[src/rtl/core/urxf_pkg.sv]
`default_nettype none
// ----------------------------------------------------------------------------
// urxf_pkg
// Types, codes and constants shared by the UART receive FIFO framer.
// ----------------------------------------------------------------------------
package urxf_pkg;

  // Field widths of the words on the two channels.
  localparam int OP_W      = 2;
  localparam int CHAR_W    = 8;
  localparam int STATUS_W  = 2;
  localparam int ERR_CNT_W = 16;

  // Configuration register widths and reset values.
  localparam int MAX_LEN_W   = 7;
  localparam int TIMEOUT_W   = 16;
  localparam int APB_ADDR_W  = 3;
  localparam int APB_DATA_W  = 32;
  localparam logic [MAX_LEN_W-1:0] MAX_LEN_RESET = 7'd64;
  localparam logic [TIMEOUT_W-1:0] TIMEOUT_RESET = 16'd10;

  // A frame never exceeds POLL_LIMIT - 1 bytes.
  localparam int POLL_LIMIT = 64;
  localparam int CAP_W      = 6;
  localparam logic [MAX_LEN_W-1:0] MAX_LEN_MIN = 7'd2;
  localparam logic [MAX_LEN_W-1:0] MAX_LEN_MAX = MAX_LEN_W'(POLL_LIMIT);

  // The idle timer saturates instead of wrapping.
  localparam int IDLE_W = 17;
  localparam logic [IDLE_W-1:0] IDLE_MAX = {IDLE_W{1'b1}};

  localparam int DEFAULT_FIFO_DEPTH = 256;

  // Operation codes.
  localparam logic [OP_W-1:0] OP_CHAR = 2'd0;
  localparam logic [OP_W-1:0] OP_TICK = 2'd1;
  localparam logic [OP_W-1:0] OP_POLL = 2'd2;

  // Result status codes.
  localparam logic [STATUS_W-1:0] STATUS_NO_DATA = 2'd0;
  localparam logic [STATUS_W-1:0] STATUS_PENDING = 2'd1;
  localparam logic [STATUS_W-1:0] STATUS_BYTE    = 2'd2;

  // Configuration register indexes.
  localparam logic REG_MAX_LEN      = 1'b0;
  localparam logic REG_IDLE_TIMEOUT = 1'b1;

  typedef enum logic [1:0] {
    ST_IDLE,
    ST_DECIDE,
    ST_FETCH,
    ST_EMIT
  } state_t;

  // Outcome of a poll, worked out by the datapath.
  typedef enum logic [1:0] {
    PK_NO_DATA,
    PK_ARM,
    PK_PENDING,
    PK_DELIVER
  } poll_kind_t;

  typedef struct packed {
    logic take;
    logic decide_load;
    logic arm;
    logic start_deliver;
    logic fetch;
    logic emit_load;
  } urxf_cmd_t;

  typedef struct packed {
    poll_kind_t kind;
    logic       out_free;
    logic       remaining_zero;
  } urxf_sts_t;

endpackage
`default_nettype wire

[src/rtl/core/urxf_if.sv]
`default_nettype none
// ----------------------------------------------------------------------------
// urxf_if
// Valid/ready channels for the framer: input operations and result words.
// ----------------------------------------------------------------------------

// Input channel: one operation word per handshake.
interface urxf_in_if import urxf_pkg::*; ();
  logic              valid;
  logic              ready;
  logic [OP_W-1:0]   operation;
  logic [CHAR_W-1:0] rx_char;
  logic              overrun_flag;
  logic              framing_flag;

  modport source (output valid, operation, rx_char, overrun_flag, framing_flag,
                  input ready);
  modport sink (input valid, operation, rx_char, overrun_flag, framing_flag,
                output ready);
endinterface

// Output channel: one result word per handshake.
interface urxf_out_if import urxf_pkg::*; ();
  logic                 valid;
  logic                 ready;
  logic [STATUS_W-1:0]  status;
  logic [CHAR_W-1:0]    frame_byte;
  logic                 last;
  logic [ERR_CNT_W-1:0] overrun_count;
  logic [ERR_CNT_W-1:0] framing_count;
  logic [ERR_CNT_W-1:0] dropped_count;

  modport source (output valid, status, frame_byte, last, overrun_count,
                  framing_count, dropped_count, input ready);
  modport sink (input valid, status, frame_byte, last, overrun_count,
                framing_count, dropped_count, output ready);
endinterface
`default_nettype wire

[src/rtl/core/uart_rx_fifo_idle_framer.sv]
`default_nettype none
// Character and tick words keep the controller idle: a new word is taken every
// cycle until a poll is taken. A poll's status word, or each frame byte after
// its store read, is loaded into the output register once that is free. The
// next word is taken after the frame's last byte is loaded for output. Reset
// clears pointers, fill level, timer, counters, config registers and output
// valid; the store itself is not cleared and needs no clearing pass.
// ----------------------------------------------------------------------------
// uart_rx_fifo_idle_framer
// UART receive FIFO that closes frames on an idle timeout or on overfill.
// ----------------------------------------------------------------------------
module uart_rx_fifo_idle_framer import urxf_pkg::*; #(
  parameter int FIFO_DEPTH = DEFAULT_FIFO_DEPTH
) (
  input  wire logic                  clk,
  input  wire logic                  rst,
  urxf_in_if.sink                    in_ch,
  urxf_out_if.source                 out_ch,
  input  wire logic                  psel,
  input  wire logic                  penable,
  input  wire logic                  pwrite,
  input  wire logic [APB_ADDR_W-1:0] paddr,
  input  wire logic [APB_DATA_W-1:0] pwdata,
  output logic [APB_DATA_W-1:0]      prdata,
  output logic                       pready
);

  urxf_cmd_t cmd;
  urxf_sts_t sts;

  assign pready = 1'b1;

  // Controller.
  urxf_ctrl u_ctrl (
    .clk        (clk),
    .rst        (rst),
    .in_valid   (in_ch.valid),
    .in_is_poll (in_ch.operation == OP_POLL),
    .in_ready   (in_ch.ready),
    .sts        (sts),
    .cmd        (cmd)
  );

  // Datapath.
  urxf_datapath #(
    .FIFO_DEPTH (FIFO_DEPTH)
  ) u_datapath (
    .clk           (clk),
    .rst           (rst),
    .cmd           (cmd),
    .sts           (sts),
    .operation     (in_ch.operation),
    .rx_char       (in_ch.rx_char),
    .overrun_flag  (in_ch.overrun_flag),
    .framing_flag  (in_ch.framing_flag),
    .out_ready     (out_ch.ready),
    .out_valid     (out_ch.valid),
    .status        (out_ch.status),
    .frame_byte    (out_ch.frame_byte),
    .last          (out_ch.last),
    .overrun_count (out_ch.overrun_count),
    .framing_count (out_ch.framing_count),
    .dropped_count (out_ch.dropped_count),
    .psel          (psel),
    .penable       (penable),
    .pwrite        (pwrite),
    .paddr         (paddr),
    .pwdata        (pwdata),
    .prdata        (prdata)
  );

`ifndef SYNTHESIS
  // A taken poll holds off further words until its last result word is loaded.
  a_poll_blocks: assert property (@(posedge clk) disable iff (rst)
    (in_ch.valid && in_ch.ready && (in_ch.operation == OP_POLL)) |=> !in_ch.ready)
    else $error("input taken in the cycle after a poll");

  // Only a delivered frame byte can close a frame.
  a_last_is_byte: assert property (@(posedge clk) disable iff (rst)
    (out_ch.valid && out_ch.last) |-> (out_ch.status == STATUS_BYTE))
    else $error("last marked on a status word");

  // Status words carry no byte.
  a_status_clean: assert property (@(posedge clk) disable iff (rst)
    (out_ch.valid && (out_ch.status != STATUS_BYTE)) |-> (out_ch.frame_byte == '0))
    else $error("status word carries a byte");
`endif

endmodule
`default_nettype wire

[src/rtl/core/urxf_datapath.sv]
`default_nettype none
// ----------------------------------------------------------------------------
// urxf_datapath
// FIFO store, pointers, counters, idle timer, poll decision, output register
// and configuration registers.
// ----------------------------------------------------------------------------
module urxf_datapath import urxf_pkg::*; #(
  parameter int FIFO_DEPTH = DEFAULT_FIFO_DEPTH
) (
  input  wire logic                  clk,
  input  wire logic                  rst,
  input  wire urxf_cmd_t             cmd,
  output urxf_sts_t                  sts,
  input  wire logic [OP_W-1:0]       operation,
  input  wire logic [CHAR_W-1:0]     rx_char,
  input  wire logic                  overrun_flag,
  input  wire logic                  framing_flag,
  input  wire logic                  out_ready,
  output logic                       out_valid,
  output logic [STATUS_W-1:0]        status,
  output logic [CHAR_W-1:0]          frame_byte,
  output logic                       last,
  output logic [ERR_CNT_W-1:0]       overrun_count,
  output logic [ERR_CNT_W-1:0]       framing_count,
  output logic [ERR_CNT_W-1:0]       dropped_count,
  input  wire logic                  psel,
  input  wire logic                  penable,
  input  wire logic                  pwrite,
  input  wire logic [APB_ADDR_W-1:0] paddr,
  input  wire logic [APB_DATA_W-1:0] pwdata,
  output logic [APB_DATA_W-1:0]      prdata
);

  localparam int PTR_W = $clog2(FIFO_DEPTH);
  localparam int CMP_W = (PTR_W > CAP_W) ? PTR_W : CAP_W;
  localparam logic [PTR_W-1:0] PTR_LAST = PTR_W'(FIFO_DEPTH - 1);
  localparam logic [PTR_W-1:0] USABLE   = PTR_W'(FIFO_DEPTH - 1);

  logic [CHAR_W-1:0]    mem [FIFO_DEPTH];
  logic [CHAR_W-1:0]    rd_data;
  logic [PTR_W-1:0]     read_ptr;
  logic [PTR_W-1:0]     write_ptr;
  logic [PTR_W-1:0]     fill_count;
  logic [PTR_W-1:0]     fill_at_last_poll;
  logic [IDLE_W-1:0]    idle_elapsed;
  logic [ERR_CNT_W-1:0] overrun_errors;
  logic [ERR_CNT_W-1:0] framing_errors;
  logic [ERR_CNT_W-1:0] dropped_chars;
  logic [CAP_W-1:0]     remaining;
  logic [MAX_LEN_W-1:0] max_len;
  logic [TIMEOUT_W-1:0] idle_timeout_ms;

  logic                 cfg_we;
  logic                 char_store;
  logic [MAX_LEN_W-1:0] ml_clamped;
  logic [CAP_W-1:0]     cap;
  logic [CMP_W-1:0]     fill_ext;
  logic [CMP_W-1:0]     cap_ext;
  logic                 fill_over_cap;
  logic [CAP_W-1:0]     deliver_len;
  poll_kind_t           poll_kind;

  // Configuration registers, written on the access phase of an APB write.
  assign cfg_we = psel && penable && pwrite;

  always_ff @(posedge clk) begin
    if (rst) begin
      max_len         <= MAX_LEN_RESET;
      idle_timeout_ms <= TIMEOUT_RESET;
    end else if (cfg_we) begin
      if (paddr[2] == REG_MAX_LEN) begin
        max_len <= pwdata[MAX_LEN_W-1:0];
      end else begin
        idle_timeout_ms <= pwdata[TIMEOUT_W-1:0];
      end
    end
  end

  always_comb begin
    if (paddr[2] == REG_IDLE_TIMEOUT) begin
      prdata = {{(APB_DATA_W-TIMEOUT_W){1'b0}}, idle_timeout_ms};
    end else begin
      prdata = {{(APB_DATA_W-MAX_LEN_W){1'b0}}, max_len};
    end
  end

  // A character is stored only when clean and when the FIFO has room.
  assign char_store = cmd.take && (operation == OP_CHAR) && !overrun_flag &&
                      !framing_flag && (fill_count < USABLE);

  // Store write port.
  always_ff @(posedge clk) begin
    if (char_store) begin
      mem[write_ptr] <= rx_char;
    end
  end

  // Store read port, registered.
  always_ff @(posedge clk) begin
    if (cmd.fetch) begin
      rd_data <= mem[read_ptr];
    end
  end

  // Pointers, fill level and the snapshot taken at the last poll.
  always_ff @(posedge clk) begin
    if (rst) begin
      read_ptr          <= '0;
      write_ptr         <= '0;
      fill_count        <= '0;
      fill_at_last_poll <= '0;
    end else begin
      if (char_store) begin
        write_ptr  <= (write_ptr == PTR_LAST) ? '0 : write_ptr + 1'b1;
        fill_count <= fill_count + 1'b1;
      end else if (cmd.fetch) begin
        fill_count <= fill_count - 1'b1;
      end
      if (cmd.fetch) begin
        read_ptr <= (read_ptr == PTR_LAST) ? '0 : read_ptr + 1'b1;
      end
      if (cmd.arm) begin
        fill_at_last_poll <= fill_count;
      end else if (cmd.start_deliver) begin
        fill_at_last_poll <= '0;
      end
    end
  end

  // Error counters wrap; an overrun takes precedence over a framing error.
  always_ff @(posedge clk) begin
    if (rst) begin
      overrun_errors <= '0;
      framing_errors <= '0;
      dropped_chars  <= '0;
    end else if (cmd.take && (operation == OP_CHAR)) begin
      if (overrun_flag) begin
        overrun_errors <= overrun_errors + 1'b1;
      end else if (framing_flag) begin
        framing_errors <= framing_errors + 1'b1;
      end else if (fill_count >= USABLE) begin
        dropped_chars <= dropped_chars + 1'b1;
      end
    end
  end

  // Idle timer: ages on ticks, saturates, restarts when a poll arms it.
  always_ff @(posedge clk) begin
    if (rst) begin
      idle_elapsed <= '0;
    end else if (cmd.arm) begin
      idle_elapsed <= '0;
    end else if (cmd.take && (operation == OP_TICK) && (idle_elapsed != IDLE_MAX)) begin
      idle_elapsed <= idle_elapsed + 1'b1;
    end
  end

  // Poll decision from the current fill level and timer.
  always_comb begin
    if (max_len < MAX_LEN_MIN) begin
      ml_clamped = MAX_LEN_MIN;
    end else if (max_len > MAX_LEN_MAX) begin
      ml_clamped = MAX_LEN_MAX;
    end else begin
      ml_clamped = max_len;
    end
    cap           = CAP_W'(ml_clamped - 1'b1);
    fill_ext      = CMP_W'(fill_count);
    cap_ext       = CMP_W'(cap);
    fill_over_cap = fill_ext > cap_ext;
    deliver_len   = fill_over_cap ? cap : CAP_W'(fill_ext);

    if (fill_count == '0) begin
      poll_kind = PK_NO_DATA;
    end else if (fill_at_last_poll != fill_count) begin
      poll_kind = fill_over_cap ? PK_DELIVER : PK_ARM;
    end else if (idle_elapsed > IDLE_W'(idle_timeout_ms)) begin
      poll_kind = PK_DELIVER;
    end else begin
      poll_kind = PK_PENDING;
    end
  end

  // Bytes still to fetch in the frame being delivered.
  always_ff @(posedge clk) begin
    if (rst) begin
      remaining <= '0;
    end else if (cmd.start_deliver) begin
      remaining <= deliver_len;
    end else if (cmd.fetch) begin
      remaining <= remaining - 1'b1;
    end
  end

  assign sts.kind           = poll_kind;
  assign sts.remaining_zero = (remaining == '0);
  assign sts.out_free       = !out_valid || out_ready;

  // Output register: holds one result word until the sink takes it.
  always_ff @(posedge clk) begin
    if (rst) begin
      out_valid <= 1'b0;
    end else if (cmd.decide_load || cmd.emit_load) begin
      out_valid <= 1'b1;
    end else if (out_ready) begin
      out_valid <= 1'b0;
    end
  end

  always_ff @(posedge clk) begin
    if (cmd.decide_load) begin
      status     <= (poll_kind == PK_NO_DATA) ? STATUS_NO_DATA : STATUS_PENDING;
      frame_byte <= '0;
      last       <= 1'b0;
    end else if (cmd.emit_load) begin
      status     <= STATUS_BYTE;
      frame_byte <= rd_data;
      last       <= sts.remaining_zero;
    end
    if (cmd.decide_load || cmd.emit_load) begin
      overrun_count <= overrun_errors;
      framing_count <= framing_errors;
      dropped_count <= dropped_chars;
    end
  end

endmodule
`default_nettype wire

[src/rtl/core/urxf_ctrl.sv]
`default_nettype none
// ----------------------------------------------------------------------------
// urxf_ctrl
// Controller: takes operation words and sequences poll results and frame
// delivery through the datapath.
// ----------------------------------------------------------------------------
module urxf_ctrl import urxf_pkg::*; (
  input  wire logic      clk,
  input  wire logic      rst,
  input  wire logic      in_valid,
  input  wire logic      in_is_poll,
  output logic           in_ready,
  input  wire urxf_sts_t sts,
  output urxf_cmd_t      cmd
);

  state_t state;
  state_t state_next;

  always_ff @(posedge clk) begin
    if (rst) begin
      state <= ST_IDLE;
    end else begin
      state <= state_next;
    end
  end

  // Next state.
  always_comb begin
    state_next = state;
    case (state)
      ST_IDLE: begin
        if (in_valid && in_is_poll) begin
          state_next = ST_DECIDE;
        end
      end
      ST_DECIDE: begin
        if (sts.out_free) begin
          state_next = (sts.kind == PK_DELIVER) ? ST_FETCH : ST_IDLE;
        end
      end
      ST_FETCH: begin
        state_next = ST_EMIT;
      end
      ST_EMIT: begin
        if (sts.out_free) begin
          state_next = sts.remaining_zero ? ST_IDLE : ST_FETCH;
        end
      end
      default: begin
        state_next = ST_IDLE;
      end
    endcase
  end

  // Commands to the datapath.
  always_comb begin
    cmd      = '0;
    in_ready = 1'b0;
    case (state)
      ST_IDLE: begin
        in_ready = 1'b1;
        cmd.take = in_valid;
      end
      ST_DECIDE: begin
        if (sts.out_free) begin
          if (sts.kind == PK_DELIVER) begin
            cmd.start_deliver = 1'b1;
          end else begin
            cmd.decide_load = 1'b1;
            cmd.arm         = (sts.kind == PK_ARM);
          end
        end
      end
      ST_FETCH: begin
        cmd.fetch = 1'b1;
      end
      ST_EMIT: begin
        cmd.emit_load = sts.out_free;
      end
      default: begin
        cmd = '0;
      end
    endcase
  end

endmodule
`default_nettype wire

[src/flat_wrapper.sv]
// flat-port wrapper written by rule: the top's interface ports become plain ports
module uart_rx_fifo_idle_framer_flat import urxf_pkg::*;
#(
  parameter int FIFO_DEPTH = DEFAULT_FIFO_DEPTH
)
  (clk, rst, psel, penable, pwrite, paddr, pwdata, prdata, pready, in_ch_valid, in_ch_operation, in_ch_rx_char, in_ch_overrun_flag, in_ch_framing_flag, in_ch_ready, out_ch_valid, out_ch_status, out_ch_frame_byte, out_ch_last, out_ch_overrun_count, out_ch_framing_count, out_ch_dropped_count, out_ch_ready);
  urxf_in_if in_ch_i ();
  urxf_out_if out_ch_i ();
  input  wire logic clk;
  input  wire logic rst;
  input  wire logic psel;
  input  wire logic penable;
  input  wire logic pwrite;
  input  wire logic [APB_ADDR_W-1:0] paddr;
  input  wire logic [APB_DATA_W-1:0] pwdata;
  output logic [APB_DATA_W-1:0] prdata;
  output logic pready;
  input wire logic [$bits(in_ch_i.valid)-1:0] in_ch_valid;
  input wire logic [$bits(in_ch_i.operation)-1:0] in_ch_operation;
  input wire logic [$bits(in_ch_i.rx_char)-1:0] in_ch_rx_char;
  input wire logic [$bits(in_ch_i.overrun_flag)-1:0] in_ch_overrun_flag;
  input wire logic [$bits(in_ch_i.framing_flag)-1:0] in_ch_framing_flag;
  output wire logic [$bits(in_ch_i.ready)-1:0] in_ch_ready;
  output wire logic [$bits(out_ch_i.valid)-1:0] out_ch_valid;
  output wire logic [$bits(out_ch_i.status)-1:0] out_ch_status;
  output wire logic [$bits(out_ch_i.frame_byte)-1:0] out_ch_frame_byte;
  output wire logic [$bits(out_ch_i.last)-1:0] out_ch_last;
  output wire logic [$bits(out_ch_i.overrun_count)-1:0] out_ch_overrun_count;
  output wire logic [$bits(out_ch_i.framing_count)-1:0] out_ch_framing_count;
  output wire logic [$bits(out_ch_i.dropped_count)-1:0] out_ch_dropped_count;
  input wire logic [$bits(out_ch_i.ready)-1:0] out_ch_ready;
  assign in_ch_i.valid = in_ch_valid;
  assign in_ch_i.operation = in_ch_operation;
  assign in_ch_i.rx_char = in_ch_rx_char;
  assign in_ch_i.overrun_flag = in_ch_overrun_flag;
  assign in_ch_i.framing_flag = in_ch_framing_flag;
  assign in_ch_ready = in_ch_i.ready;
  assign out_ch_valid = out_ch_i.valid;
  assign out_ch_status = out_ch_i.status;
  assign out_ch_frame_byte = out_ch_i.frame_byte;
  assign out_ch_last = out_ch_i.last;
  assign out_ch_overrun_count = out_ch_i.overrun_count;
  assign out_ch_framing_count = out_ch_i.framing_count;
  assign out_ch_dropped_count = out_ch_i.dropped_count;
  assign out_ch_i.ready = out_ch_ready;
  uart_rx_fifo_idle_framer #(.FIFO_DEPTH(FIFO_DEPTH)) u_core (.clk(clk), .rst(rst), .in_ch(in_ch_i), .out_ch(out_ch_i), .psel(psel), .penable(penable), .pwrite(pwrite), .paddr(paddr), .pwdata(pwdata), .prdata(prdata), .pready(pready));
endmodule
[config.mk]
export PLATFORM = sky130hd
export DESIGN_NAME = uart_rx_fifo_idle_framer_flat
export DESIGN_NICKNAME = d
export VERILOG_FILES = /design/src/rtl/core/urxf_pkg.sv /design/src/rtl/core/urxf_if.sv /design/src/rtl/core/uart_rx_fifo_idle_framer.sv /design/src/rtl/core/urxf_datapath.sv /design/src/rtl/core/urxf_ctrl.sv /design/src/flat_wrapper.sv
export SDC_FILE = /design/constraint.sdc
export NUM_CORES = 2
export LEC_CHECK = 0
export ABC_AREA = 1
export BUFFER_PORTS_ARGS = -buffer_cell sky130_fd_sc_hd__buf_4
export CORE_MARGIN = 4
export CORE_UTILIZATION = 44
export DETAILED_ROUTE_END_ITERATION = 6
export SYNTH_ARGS = -nofsm -noshare
export SYNTH_HDL_FRONTEND = slang
export SYNTH_SLANG_ARGS = --single-unit
[constraint.sdc]
create_clock -name clk -period 4.8 [get_ports clk]
set_input_delay 0.24 -clock clk [delete_from_list [all_inputs] [get_ports clk]]
set_output_delay 0.24 -clock clk [all_outputs]
set_load 0.05 [all_outputs]
==> out/metrics.yaml <==
status: "complete, no violations"
rsz0062_at_grt: "false"
firstDrtPassIters: 6
drv_slew: 0
wirelength_mm: 245
p_leak_nw: 34.4
nets: 7876
syn_inst: 7715
cellPowerDensity_nw_per_um2: 407
gp_congestion: 0.890
cp-end-kind: "flip-flop"
ys_top_cells_by_area: "edfxtp_1 (69%), nor2_1 (7.0%), o21ai_0 (5.9%)"
clk_latency_ps: 860
die_area_um2: 216000
cts_tree: "built"
worstMarginPinSlew_ps: 1090
hold_viol: 0
synth_cell_types: 55
hold_buffers: 48
cts.clk_slew.worst_paths_ps: 60
fin_setup_tns_ps: 0
cpMostUsedCell: "nand2_1"
whs_ps: 226
power_switching_share_pct: 23.4
synth_xor_area_share_pct: 0.296
synth_edf_count: 2106
htree_num_levels: 4
viasPerCell: 5.61
postSynthAreaPerCell_um2: 11.9
async_flop_share_pct: 0
p_sw_w: 0.00980
r2r_slack_ps: 940
cpMaxStageDelayCell: "nand2_2"
cp.arrival_ps: 4450
grt_pass1_vias: 57400
synth-seq-cells: 2244
min_path_type: "in -> reg"
cts_sinks: 2244
drt_iter0_drc: 6656
fmax_mhz: 259
drc: 0
crit_chain: "nor2_1, nand3_1, nand3_1, ha_1, nand3_1, nand3_1, nand2_1, inv_1, ha_1, nand2_1, nor2_2, nand2_1, nand2_1, nand2_2, a21oi_2, nand2_1, nand2_1, nand2_2, buf_4"
power_frac_comb_pct: 7.6
num-fill-cells: 17900
synth_top_family_by_area: "simple AND/OR/NAND/NOR gates"
cap_violations: 0
ir_worst_vdd_v: 0.000458
overflow: 0
finalSetupViolCount: 0
drive_above_1_share_pct: 8.40
yosysMostFrequentCell: "edfxtp_1"
synth_common_cells: "edfxtp_1 (2,106), nor2_1 (1,713), o21ai_0 (1,078), nand2_1 (685), nand3_1 (355)"
fp.dieW_um: 464
ant_nets: 0
antenna_found_initial: 6
die_h_um: 464
cp_slowest_stage_delay_ps: 430
vias: 60300
clockPowerShare_pct: 41.0
cp.required_ps: 5390
multi_input_comb_area_um2: 22300
synthSimpleGateAreaFrac_pct: 12.6
grt_usage_pct: 22.1
fin_crit_ps: 3860
cts_buffer_depth: 3
wire_per_inst_um: 22.8
hpwl_mm: 141
seq_power_share_pct: 51.4
cpLargestDelayFamily: "simple AND/OR/NAND/NOR gates"
period_share_pct: 80.4
cts_root_buf: "clkbuf_16"
cts_made_buffers: 220
ys.warnings.count: 0
post-synth-top-area-fraction_pct: 69.0
critPathKind: "reg -> reg"
max_slew_margin_pct: 27.3
post_cts_buffers: 0
io_pins: 148
synth-compound-area-share_pct: 10.7
syn2layout_area_growth_pct: 12.5
clock_skew_ps: 27.5
synth_fa_ha_area_share_pct: 0.582
grt_pass1_wl_mm: 364
yosys_most_used_dff: "edfxtp_1"
ctsResizeCount: 0
cp-start-kind: "flip-flop"
p_int_w: 0.0321
port_buffers: 112
core_area_um2: 207000
start_util_pct: 44.3
seqCellArea_um2: 66000
path_buf_inv: 2
synth.area.mux_share_pct: 0
synth_area_leader_cell: "edfxtp_1"
synth.yosys.seq_area_share_pct: 72.0
crit_fanout: 33
row_count: 167
grt_max_degree: 177
syn_area_um2: 91600
power groups by stage:
stage               registers (W)  logic (W)  clock network [W]
finish                     0.0216    0.00318             0.0172
global route               0.0216    0.00348             0.0183
global placement           0.0220    0.00311                  0
floorplan                  0.0221    0.00179                  0
CTS                        0.0216    0.00318             0.0174
detailed placement         0.0220    0.00314                  0
sequential cells by signal, summed over array words and instances, names as in the netlist, 16 cells and up:
signal / flops
u_core.u_datapath.framing_errors: 16
u_core.u_datapath.idle_timeout_ms: 16
u_core.u_datapath.dropped_count: 16
u_core.u_datapath.dropped_chars: 16
u_core.u_datapath.mem: 2048
u_core.u_datapath.idle_elapsed: 17
u_core.u_datapath.framing_count: 16
u_core.u_datapath.overrun_count: 16
u_core.u_datapath.overrun_errors: 16
placed cells by master, fill, tap and decap left out, types with 9 or more instances in the layout:
| cell type | synthesis | layout |
|---|---|---|
| nand3_1 | 355 | 355 |
| nand4_1 | 26 | 26 |
| conb_1 | 2 | 17 |
| ha_1 | 41 | 41 |
| dfxtp_1 | 138 | 134 |
| nand2_2 | 4 | 20 |
| a211oi_1 | 9 | 9 |
| a21oi_1 | 199 | 199 |
| xor2_1 | 17 | 17 |
| clkbuf_1 | 195 | 42 |
| buf_12 | 0 | 39 |
| o21ai_0 | 1078 | 1078 |
| a31oi_1 | 10 | 10 |
| o21ai_1 | 72 | 72 |
| edfxtp_1 | 2106 | 2106 |
| nand2_1 | 685 | 669 |
| inv_1 | 221 | 219 |
| buf_4 | 79 | 237 |
| clkbuf_16 | 0 | 222 |
| nor2_2 | 10 | 10 |
| nor2_1 | 1713 | 1712 |
| bufinv_16 | 0 | 23 |
| nor3_1 | 40 | 40 |
| clkinv_2 | 0 | 41 |
| o22ai_1 | 144 | 144 |
| clkinv_1 | 4 | 53 |
| dlygate4sd3_1 | 0 | 48 |
| xnor2_1 | 14 | 14 |
| o211ai_1 | 248 | 248 |
metal layers:
metal  global-route usage [%]  vias up  routed length [um]
met5                        0        -                  12
met4                     8.34        2                9390
met3                     3.57      448               17900
met2                     35.5     2323              115000
met1                     30.3    29800              103000
li1                         -    27800                   -
per-stage QoR:
step	cells	util [%]	cell area [um^2]	power, W	setup WS, ps
floorplan	7730	-	91700	0.0239	977
global placement	10300	46.1	95400	0.0251	957
detailed placement	10300	46.1	95400	0.0251	935
CTS	10800	49.8	103000	0.0422	883
global route	10800	49.8	103000	0.0433	519
finish	10800	49.8	103000	0.0419	940
final cells by class:
cell class	instances	share of cell area (%)
inverter	235	0.878
antenna	3	0.00728
clock inverter	137	1.31
sequential	2244	64.1
tap	2788	3.38
timing repair buffer	332	3.07
clock buffer	272	5.65
multi-input combinational	4747	21.7
worst paths after layout:
kind                                                      startpoint                                     to  cells after the start
worst min-delay path                                      pwdata[11]  u_core.u_datapath.idle_timeout_ms[11]                      4
worst max register to register          u_core.u_datapath.max_len[4]    u_core.u_datapath.framing_count[13]                     19
worst min register to register  u_core.u_datapath.framing_errors[14]    u_core.u_datapath.framing_count[14]                      0
worst max-delay path                    u_core.u_datapath.max_len[4]    u_core.u_datapath.framing_count[13]                     19
cells by family (layout without fill, tap and decap cells):
group / Yosys count / after routing
fa+ha+maj: 42 / 42
simple gates: 2876 / 2876
buf+inv: 739 / 976
xor+xnor: 31 / 31
flops: 2244 / 2244
other cells: 2 / 20
compound gates: 1781 / 1781
worst reg2reg max path, delay by kind of cell (launching register included):
kind / cells / cell delay, ps
AND/OR/NAND/NOR: 14 / 1860
buffers and inverters: 2 / 470
flip-flops: 1 / 390
AO/OA/AOI/OAI: 1 / 330
adder cells (fa/ha/maj): 2 / 550
Note: power is estimated with default switching activity, not from simulation.
